**src/hw/rtl/rpdp_pkg.sv**
```systemverilog
// ----------------------------------------------------------------------------
// rpdp_pkg
// Shared types and constants for the pack directory parser.
// ----------------------------------------------------------------------------
package rpdp_pkg;

    // Directory header constants
    localparam logic [31:0] PACK_MAGIC   = 32'h5052_5052;
    localparam logic [15:0] PACK_VERSION = 16'd2;
    localparam logic [15:0] HDR_BYTES    = 16'd64;
    localparam logic [15:0] ENT_BYTES    = 16'd72;
    localparam int          KEPT_BYTES   = 24;

    // Stored entry layout: {system, tick, flags, crc, size, offset}
    localparam int ENTRY_W = 136;

    // Item kinds after classification
    typedef enum logic [1:0] {
        KIND_BYTE    = 2'd0,
        KIND_GET_IDX = 2'd1,
        KIND_GET_SYS = 2'd2,
        KIND_NONE    = 2'd3
    } item_kind_t;

    // Pack status codes
    typedef enum logic [2:0] {
        ST_LOADING   = 3'd0,
        ST_READY     = 3'd1,
        ST_TRUNCATED = 3'd2,
        ST_MISSING   = 3'd3,
        ST_VERSION   = 3'd4,
        ST_HEADER    = 3'd5,
        ST_EMPTY     = 3'd6
    } pack_status_t;

    // Back end states
    typedef enum logic [1:0] {
        BK_IDLE  = 2'd0,
        BK_PARSE = 2'd1,
        BK_WALK  = 2'd2,
        BK_OUT   = 2'd3
    } bk_state_t;

    // Classified item passed from front to back
    typedef struct packed {
        item_kind_t  kind;
        logic [7:0]  data_byte;
        logic [7:0]  query_system;
        logic [7:0]  query_index;
    } item_t;

    // One result item
    typedef struct packed {
        logic [6:0]  stored_count;
        logic [6:0]  system_match_count;
        logic [7:0]  entry_system;
        logic [15:0] tick_rate;
        logic [15:0] option_bits;
        logic [31:0] rom_crc;
        logic [31:0] img_size;
        logic [31:0] rom_offset;
        logic        found;
        logic [2:0]  pack_status;
    } result_t;

endpackage

```
**src/hw/rtl/rpdp_front.sv**
```systemverilog
// ----------------------------------------------------------------------------
// rpdp_front
// Accepts input items, classifies them and holds them in a two-entry queue.
// ----------------------------------------------------------------------------
module rpdp_front (
    input  logic                 clk,
    input  logic                 rst_n,
    input  logic                 s_tvalid,
    output logic                 s_tready,
    input  logic [23:0]          s_tdata,
    input  logic [1:0]           s_tuser,
    output logic                 q_valid,
    output rpdp_pkg::item_t      q_item,
    input  logic                 q_pop
);

    rpdp_pkg::item_t slot_reg [2];
    logic            wr_ptr_reg, rd_ptr_reg;
    logic [1:0]      cnt_reg;
    rpdp_pkg::item_t in_item;
    logic            push;

    // Classify the incoming item
    always_comb
    begin
        in_item.data_byte    = s_tdata[7:0];
        in_item.query_system = s_tdata[15:8];
        in_item.query_index  = s_tdata[23:16];
        case (s_tuser)
            rpdp_pkg::KIND_BYTE:    in_item.kind = rpdp_pkg::KIND_BYTE;
            rpdp_pkg::KIND_GET_IDX: in_item.kind = rpdp_pkg::KIND_GET_IDX;
            rpdp_pkg::KIND_GET_SYS: in_item.kind = rpdp_pkg::KIND_GET_SYS;
            default:                in_item.kind = rpdp_pkg::KIND_NONE;
        endcase
    end

    assign s_tready = (cnt_reg != 2'd2);
    assign push     = s_tvalid && s_tready;
    assign q_valid  = (cnt_reg != 2'd0);
    assign q_item   = slot_reg[rd_ptr_reg];

    // Queue payload
    always_ff @(posedge clk)
    begin
        if (push)
        begin
            slot_reg[wr_ptr_reg] <= in_item;
        end
    end

    // Queue pointers and fill count
    always_ff @(posedge clk or negedge rst_n)
    begin
        if (!rst_n)
        begin
            wr_ptr_reg <= 1'b0;
            rd_ptr_reg <= 1'b0;
            cnt_reg    <= 2'd0;
        end
        else
        begin
            if (push)
            begin
                wr_ptr_reg <= ~wr_ptr_reg;
            end
            if (q_pop)
            begin
                rd_ptr_reg <= ~rd_ptr_reg;
            end
            cnt_reg <= cnt_reg + {1'b0, push} - {1'b0, q_pop};
        end
    end

endmodule

```
**config.mk**
```make
export PLATFORM = sky130hd
export DESIGN_NAME = rpdp_front
export DESIGN_NICKNAME = d
export VERILOG_FILES = /design/src/hw/rtl/rpdp_pkg.sv /design/src/hw/rtl/rpdp_front.sv
export SDC_FILE = /design/constraint.sdc
export NUM_CORES = 1
export LEC_CHECK = 0
export ABC_AREA = 1
export BUFFER_PORTS_ARGS = -buffer_cell sky130_fd_sc_hd__buf_2
export CORE_ASPECT_RATIO = 2
export CORE_MARGIN = 2
export CORE_UTILIZATION = 49
export CTS_BUF_LIST = sky130_fd_sc_hd__clkbuf_16
export CTS_CLUSTER_DIAMETER = 80
export CTS_CLUSTER_SIZE = 24
export DETAILED_ROUTE_END_ITERATION = 6
export GPL_TIMING_DRIVEN = 0
export PLACE_DENSITY_LB_ADDON = 0.12
export SLEW_MARGIN = 20
export SYNTH_ARGS = -nofsm -noshare
export SYNTH_HDL_FRONTEND = slang
export SYNTH_SLANG_ARGS = --single-unit
```
**constraint.sdc**
```tcl
create_clock -name clk -period 3.39 [get_ports clk]
set_clock_uncertainty 0.2 [all_clocks]
set_input_delay 0.1695 -clock clk [delete_from_list [all_inputs] [get_ports clk]]
set_output_delay 0.1695 -clock clk [all_outputs]
set_load 0.02 [all_outputs]
```
**Word level (Yosys, flattened, before mapping)**

Memories as Yosys holds them, arrays and structs flattened.
Cells that the tools add are included.

- Word-level logic and storage cells: 17
- Bits in registers: 4
- Bits in latches: 0
- Bits in writable memories: 52
- ROM bits: 0
- Bits of input ports: 30
- Memories: 1

Memories:

| name | depth | width | read ports | clocked after memory_dff | write ports | line | source |
|---|---|---|---|---|---|---|---|
| slot_reg | 2 | 26 | 1 | 0 | 1 | rpdp_front.sv:17 | `rpdp_pkg::item_t slot_reg [2];` |

- Add/sub/neg operators: 2
- Multipliers: 0
- Order comparisons: 0
- Reduce and logical (&&, ||, !) cells: 3
- Muxes and demuxes: 3
- Eq/ne operators: 3
- Bitwise operators: 2
- Shift-type cells: 0
- Div/mod/pow operators: 0

Operator list:

| operator | count |
|---|---|
| $pmux W2 S3 | 1 |
| $add A2 B1 Y2 | 1 |
| $eq A2 B1 Y1 const B | 1 |
| $eq A2 B2 Y1 const B | 1 |
| $logic_not A2 Y1 | 1 |
| $mux W1 | 2 |
| $ne A2 B2 Y1 const B | 1 |
| $not A1 Y1 | 2 |
| $reduce_bool A2 Y1 | 1 |
| $sub A2 B1 Y2 | 1 |
| $logic_and A1 B1 Y1 | 1 |

**Depth between registers and ports, before layout**

Gate-level depths: netlist of the first run.

- Depth after elaboration: 4
- Mapped depth: 12
- Mapped depth without buffers: 12

**Least setup slack after synthesis of the first run**

OpenSTA, ideal clock, no wires.

- Path type: register to register
- From: register cnt_reg[1]
- To: memory slot_reg[1][0] (netlist bit) (enable)
- Buffers on the path: 0
- Cell stages (with the launch flop): 4
- Arrival time: 1,891 ps
- Path slack: 888 ps
- Library setup time: 410 ps
- Cells stage by stage: dfrtp_1 -> nand2_1 -> nand2_1 -> nor2_1

- Longest elaborated chain between the ends: 4

Ends and longest elaborated chain:

| item | line | source |
|---|---|---|
| start, declared | rpdp_front.sv:19 | `logic [1:0] cnt_reg;` |
| start signal, assigned | rpdp_front.sv:70 | `cnt_reg <= cnt_reg + {1'b0, push} - {1'b0, q_pop};` |
| $ne A2 B2 Y1 | rpdp_front.sv:37 | `assign s_tready = (cnt_reg != 2'd2);` |
| via s_tready | rpdp_front.sv:9 | `output logic s_tready,` |
| $logic_and A1 B1 Y1 | rpdp_front.sv:38 | `assign push = s_tvalid && s_tready;` |
| $mux W1 | rpdp_front.sv:45 | `if (push)` |
| $mux W1 (not written as such) | rpdp_front.sv:47 | `slot_reg[wr_ptr_reg] <= in_item;` |
| end, declared | rpdp_front.sv:17 |  |

The timed path passes the listed nets, and every way through them passes these cells.

**Worst setup path after layout of the first run**

- From: register cnt_reg[0]
- To: memory slot_reg[1][7] (netlist bit) (enable)

- Longest elaborated chain between the ends: 4

Ends and longest elaborated chain:

| item | line |
|---|---|
| $ne A2 B2 Y1 | rpdp_front.sv:37 |
| $logic_and A1 B1 Y1 | rpdp_front.sv:38 |
| $mux W1 | rpdp_front.sv:45 |
| $mux W1 (not written as such) | rpdp_front.sv:47 |

No other way between the ends.

==> results of run 1 <==
[worst paths after layout]
| kind | to | slack [ps] | depth (start not counted) |
|---|---|---|---|
| setup / recovery | slot_reg[1][7] | 1420 | 4 |
| min in group clk | cnt_reg[0] | 340 | 1 |
| setup reg to reg | slot_reg[1][7] | 1420 | 4 |
| hold / removal | cnt_reg[1] | 20 | 2 |
| max in group asynchronous | rd_ptr_reg | 2850 | 2 |
| hold reg to reg | cnt_reg[0] | 340 | 1 |
[cell families (layout without fill, tap and decap cells)]
kind of cell	after synthesis	in the layout	synth area share
DFF	56	56	0.7584
muxes	26	26	0.1662
and+or+nand+nor	15	15	0.02798
buffers and inverters	10	102	0.03541
adders and majority gates	1	1	0.005710
AOI/OAI and AO/OA	1	1	0.002282
xor gates and xnor gates	1	1	0.003998
[cell usage after synthesis]
library cell / count
edfxtp_1: 52
mux2_4: 19
nand2_1: 10
mux2_2: 7
inv_1: 5
dfrtp_1: 4
nor2_1: 3
buf_12: 2
clkbuf_1: 2
a21oi_1: 1
buf_6: 1
ha_1: 1
nand3_1: 1
nand3b_1: 1
xor2_1: 1
[power by group through the flow]
stage | logic (mW) | clock network, mW | registers [mW]
final | 0.941 | 0.468 | 0.999
after global routing | 1.01 | 0.507 | 1.01
after CTS | 0.958 | 0.484 | 1.00
after detailed placement | 0.931 | 0 | 1.02
after global placement | 0.891 | 0 | 1.01
after floorplan | 0.688 | 0 | 0.998
[routing by layer]
layer  vias to the layer above  track usage  routed length, um
met4                         0      0.07287                 70
met5                         -            0                  0
li1                        587            -                  -
met2                        36       0.3007               2119
met1                       587       0.1617               1256
met3                         8      0.03485                159
[timing repair]
item | in CTS | in global routing
resized for setup | 0 | 0
endpoints found under the setup margin | 0 | 0
hold endpoints to repair | 59 | 0
hold buffers | 29 | 0
[layout by cell type, fill, tap and decap left out]
cell type,instances
buf_2,55
edfxtp_1,52
dlygate4sd3_1,29
mux2_4,19
nand2_1,10
mux2_2,7
inv_1,6
clkbuf_16,5
dfrtp_1,4
buf_12,2
clkbuf_1,2
nor2_4,2
clkinv_1,2
nand3b_1,1
buf_6,1
nand3_1,1
a21oi_1,1
nor2_1,1
xor2_1,1
ha_1,1
[area by class of cell]
cell class	instances	area [um^2]
Clock buffer	5	125.1
Buffer	5	58.81
Multi-Input combinational cell	44	466.7
Tap cell	54	67.56
Sequential cell	56	1662
Fill cell	329	1364
Inverter	5	18.77
Timing Repair Buffer	84	565.5
Clock inverter	3	11.26
[through the flow]
step / instance area [um^2] / instances / power (mW) / utilization
floorplan: 2191 / 110 / 1.686 / -
finish: 2975 / 256 / 2.408 / 0.6857
CTS: 2975 / 256 / 2.442 / 0.6857
detailed placement: 2549 / 219 / 1.947 / 0.5874
global route: 2975 / 256 / 2.534 / 0.6857
global placement: 2534 / 219 / 1.897 / 0.5839
==> impl_metrics.env, run 1 <==
export IMPL_p_comb_frac=0.391
export IMPL_core_area_um2=4339
export IMPL_grt_max_degree=28
export IMPL_tightestPinTransition_ps=780.2
export IMPL_critical_path_slowest_cell="nor2_4"
export IMPL_drt_wirelength_per_cell_um=14.09
export IMPL_rows=34
export IMPL_crit_type="reg -> reg"
export IMPL_power_switching_mw=0.7665
export IMPL_ant_nets=0
export IMPL_viasPerCell=4.758
export IMPL_ys_ff_latch=56
export IMPL_finalSetupTns_ps=0
export IMPL_p_seq_frac=0.415
export IMPL_drc=0
export IMPL_grt_pass1_vias=1285
export IMPL_h_tree_depth=2
export IMPL_hold_path_class="in -> async"
export IMPL_slew_headroom=0.4786
export IMPL_syn_nets=141
export IMPL_grt_antenna_before_repair=0
export IMPL_avgSynthCellArea_um2=19.92
export IMPL_cts_tree="yes"
export IMPL_overflow=0
export IMPL_startpoint_type="register"
export IMPL_hold_violations=0
export IMPL_synth_area_um2=2191
export IMPL_port_buffers=55
export IMPL_grt_pass1_wl_um=5851
export IMPL_yosys_top_cells_area="edfxtp_1, mux2_4, dfrtp_1"
export IMPL_p_per_area_nw_per_um2=809.4
export IMPL_area_growth_pct=35.81
export IMPL_largest_register_ffs=52
export IMPL_rsz0062_at_grt="no"
export IMPL_clk_latency_ps=280
export IMPL_yosysTopAreaCell="edfxtp_1"
export IMPL_setup_ws_ps=1420
export IMPL_power_internal_mw=1.642
export IMPL_path_buf_inv=1
export IMPL_dp_slack_ps=1415
export IMPL_cts_reportedPaths_clkPinSlew_ps=60
export IMPL_dieArea_um2=5054
export IMPL_power_frac_clock=0.194
export IMPL_endpoint_kind="register"
export IMPL_cts_inserted_buffers=5
export IMPL_drt_first_iter_violations=10
export IMPL_layout_worst_path_cycle_share=0.5811
export IMPL_firstDrtPassIters=3
export IMPL_finalSetupViolations=0
export IMPL_yosysTopAreaCellShare=0.7127
export IMPL_cp_top_family="simple AND/OR/NAND/NOR gates"
export IMPL_worstPathMaxFanout=27
export IMPL_timing_fmax_mhz=507.6
export IMPL_path_cells="inv_1, nand2_1, nand2_1, nor2_4"
export IMPL_grt_total_usage=0.1608
export IMPL_dp_hpwl_um=2426
export IMPL_n_antenna_cell=0
export IMPL_routabilityCongestion=0.6499
export IMPL_start_util=0.5049
export IMPL_p_leak_nw=1.225
export IMPL_yosys_warnings=0
export IMPL_routed_wl_um=3606
export IMPL_startpoint="cnt_reg[0]"
export IMPL_cts_num_sinks=56
export IMPL_slowest_delay_ps=660
export IMPL_fin_nets=232
export IMPL_r2r_start="cnt_reg[0]"
export IMPL_clock_path_buffers=2
export IMPL_slew_viol_final=0
export IMPL_ios=58
export IMPL_ctsRootBufferMaster="clkbuf_16"
export IMPL_fin_hold_ws_ps=22.21
export IMPL_worstPathArrival_ps=1680
export IMPL_cpMostUsedCell="nand2_1"
export IMPL_fin_crit_ps=1970
export IMPL_cp_required_ps=3100
export IMPL_die_w_um=51.28
export IMPL_status="complete, no violations"
export IMPL_yosysSeqAreaShare=0.7584
export IMPL_drive_gt1_frac=0.4505
export IMPL_irDropWorstVdd_uv=562.8
export IMPL_p_sw_frac=0.3183
export IMPL_maxCapViolCount=0
export IMPL_synth_cells=110
export IMPL_postCtsSetupBuffers=0
export IMPL_die_h_um=98.56
export IMPL_vias=1218
export IMPL_ys_types=15
Power figures use the tool's default switching activity.
==> run 2, diff against run 1 <==
CORE_UTILIZATION = 46   (was 49)
clock period = 1.6 ns   (was 3.39 ns; I/O delays follow)
==> run 2 against run 1 <==
Net effect: the run now ends with negative setup slack left; hold slack improved by 300 ps; combinational power increased to 3.2 times the previous value; via count increased by 6.7%; sequential power increased by 110%.
==> impl_metrics.env, run 2 (synthesis gave the netlist of run 1 again) <==
export IMPL_status="finished, violations left"
export IMPL_violations="negative setup slack"
export IMPL_grt_pass1_vias=1383
export IMPL_clk_latency_ps=280
export IMPL_layout_worst_path_cycle_share=1.105
export IMPL_startpoint_type="register"
export IMPL_area_growth_pct=55.51
export IMPL_grt_busiest_layer="met2"
export IMPL_layoutNonFillerInstCount=274
export IMPL_finalSetupViolations=26
export IMPL_port_buffers=55
export IMPL_drt_wirelength_per_cell_um=15.84
export IMPL_viasPerCell=4.745
export IMPL_fin_nets=249
export IMPL_core_area_um2=4598
export IMPL_layout_commonest_cell="edfxtp_1"
export IMPL_largest_register_ffs=52
export IMPL_cts_reportedPaths_clkPinSlew_ps=70
export IMPL_setup_ws_ps=-168.7
export IMPL_global_route_usage_met3=0.03392
export IMPL_dp_hpwl_um=2273
export IMPL_slew_viol_final=0
export IMPL_irDropWorstVdd_uv=1675
export IMPL_cts_num_sinks=56
export IMPL_final_util=0.7410
export IMPL_power_switching_mw=1.952
export IMPL_holdPathEnd="slot_reg[0][0]"
export IMPL_power_frac_clock=0.164
export IMPL_fin_crit_ps=1769
export IMPL_grt_total_usage=0.1635
export IMPL_ant_nets=0
export IMPL_finalSetupTns_ps=-2680
export IMPL_drc=0
export IMPL_hold_path_depth=2
export IMPL_multi_input_comb_area_um2=540.5
export IMPL_rsz0062_at_grt="yes"
export IMPL_worstPathArrival_ps=1490
export IMPL_firstDrtPassIters=4
export IMPL_grt_max_degree=17
export IMPL_drt_first_iter_violations=11
export IMPL_regArea_um2=1662
export IMPL_worstPathMaxFanout=5
export IMPL_endpoint_kind="output pin"
export IMPL_met1_usage=0.1540
export IMPL_layout_common_cells="edfxtp_1, buf_2, dlygate4sd3_1, buf_6, mux2_4"
export IMPL_overflow=0
export IMPL_ctsRootBufferMaster="clkbuf_16"
export IMPL_p_seq_frac=0.344
export IMPL_p_comb_frac=0.492
export IMPL_routabilityCongestion=0.6270
export IMPL_p_sw_frac=0.3155
export IMPL_drive_gt1_frac=0.5297
export IMPL_hold_violations=0
export IMPL_reg2reg_to="cnt_reg[1]"
export IMPL_ios=58
export IMPL_h_tree_depth=2
export IMPL_start_util=0.4765
export IMPL_cts_tree="yes"
export IMPL_reg2reg_slack_ps=-40
export IMPL_dp_cells=220
export IMPL_hold_path_class="in -> reg"
export IMPL_vias=1300
export IMPL_slew_headroom=0.7276
export IMPL_p_per_area_nw_per_um2=1816
export IMPL_n_antenna_cell=0
export IMPL_timing_fmax_mhz=565.4
export IMPL_power_internal_mw=4.236
export IMPL_cts_inserted_buffers=5
export IMPL_grt_pass1_wl_um=6189
export IMPL_p_leak_nw=1.395
export IMPL_fillers=305
export IMPL_crit_type="reg -> out"
export IMPL_tightestPinTransition_ps=407.7
export IMPL_dieArea_um2=5364
export IMPL_die_w_um=52.80
export IMPL_rows=35
export IMPL_r2r_start="cnt_reg[0]"
export IMPL_fin_total_pwr_mw=6.188
export IMPL_cp_required_ps=1320
export IMPL_grt_util_met2=0.3154
export IMPL_die_h_um=101.6
export IMPL_hp_start="s_tdata[16]"
export IMPL_grt_antenna_before_repair=0
export IMPL_maxCapViolCount=0
export IMPL_routed_wl_um=4339
export IMPL_reg2reg_depth=11
export IMPL_clock_path_buffers=2
## run 2: power by group through the flow
stage / clock network, mW / registers, mW / logic (mW)
final: 1.02 / 2.13 / 3.04
after global placement: 0 / 2.13 / 1.95
after detailed placement: 0 / 2.15 / 1.99
after CTS: 1.04 / 2.13 / 2.70
after global routing: 1.09 / 2.16 / 3.21
after floorplan: 0 / 2.12 / 1.51
## run 2: worst max path at each step
stage | from | endpoint | slack, ps | depth (start not counted)
CTS | rd_ptr_reg | q_item[16] | -180 | 5
global placement | cnt_reg[0] | slot_reg[1][17] | -180 | 4
floorplan | cnt_reg[1] | slot_reg[1][0] | -40 | 3
global route | rd_ptr_reg | q_item[16] | -200 | 5
finish | rd_ptr_reg | q_item[16] | -170 | 5
detailed placement | cnt_reg[1] | slot_reg[1][11] | -230 | 3
## run 2: metrics by stage
stage	cell area, um^2	hold slack, ps	setup WS [ps]
floorplan	2221	-415.6	-37.33
global placement	2565	-313.4	-181.0
detailed placement	2565	-310.3	-229.9
CTS	3242	310.1	-176.9
global route	3407	322.8	-200.8
finish	3407	319.8	-168.7
## run 2: routing by layer
layer,wire length (um),vias up
met4,114,0
met5,0,-
li1,-,625
met3,181,12
met1,1518,618
met2,2524,45
## run 2: what timing repair did
item | in CTS | in global routing
gates cloned | 4 | 0
setup buffers | 6 | 7
pin swaps | 2 | 11
hold buffers | 30 | 0
setup endpoints to repair | 72 | 65
endpoints found under the hold margin | 59 | 0
gates resized for setup | 32 | 27
## run 2: cell type report
type | instances | share of cell area
buffer | 5 | 0.01726
clock buffer | 5 | 0.03672
clock inverter | 3 | 0.004040
inverter | 5 | 0.005509
multi-input combinational | 46 | 0.1586
sequential | 56 | 0.4877
tap | 55 | 0.02020
timing repair buffer | 99 | 0.2699
## run 2: critical path: stages, from the launching register on
cell and delay, ps:
dfrtp_1 370, buf_6 140, buf_12 130, buf_16 130
mux2_4 300, buf_6 130
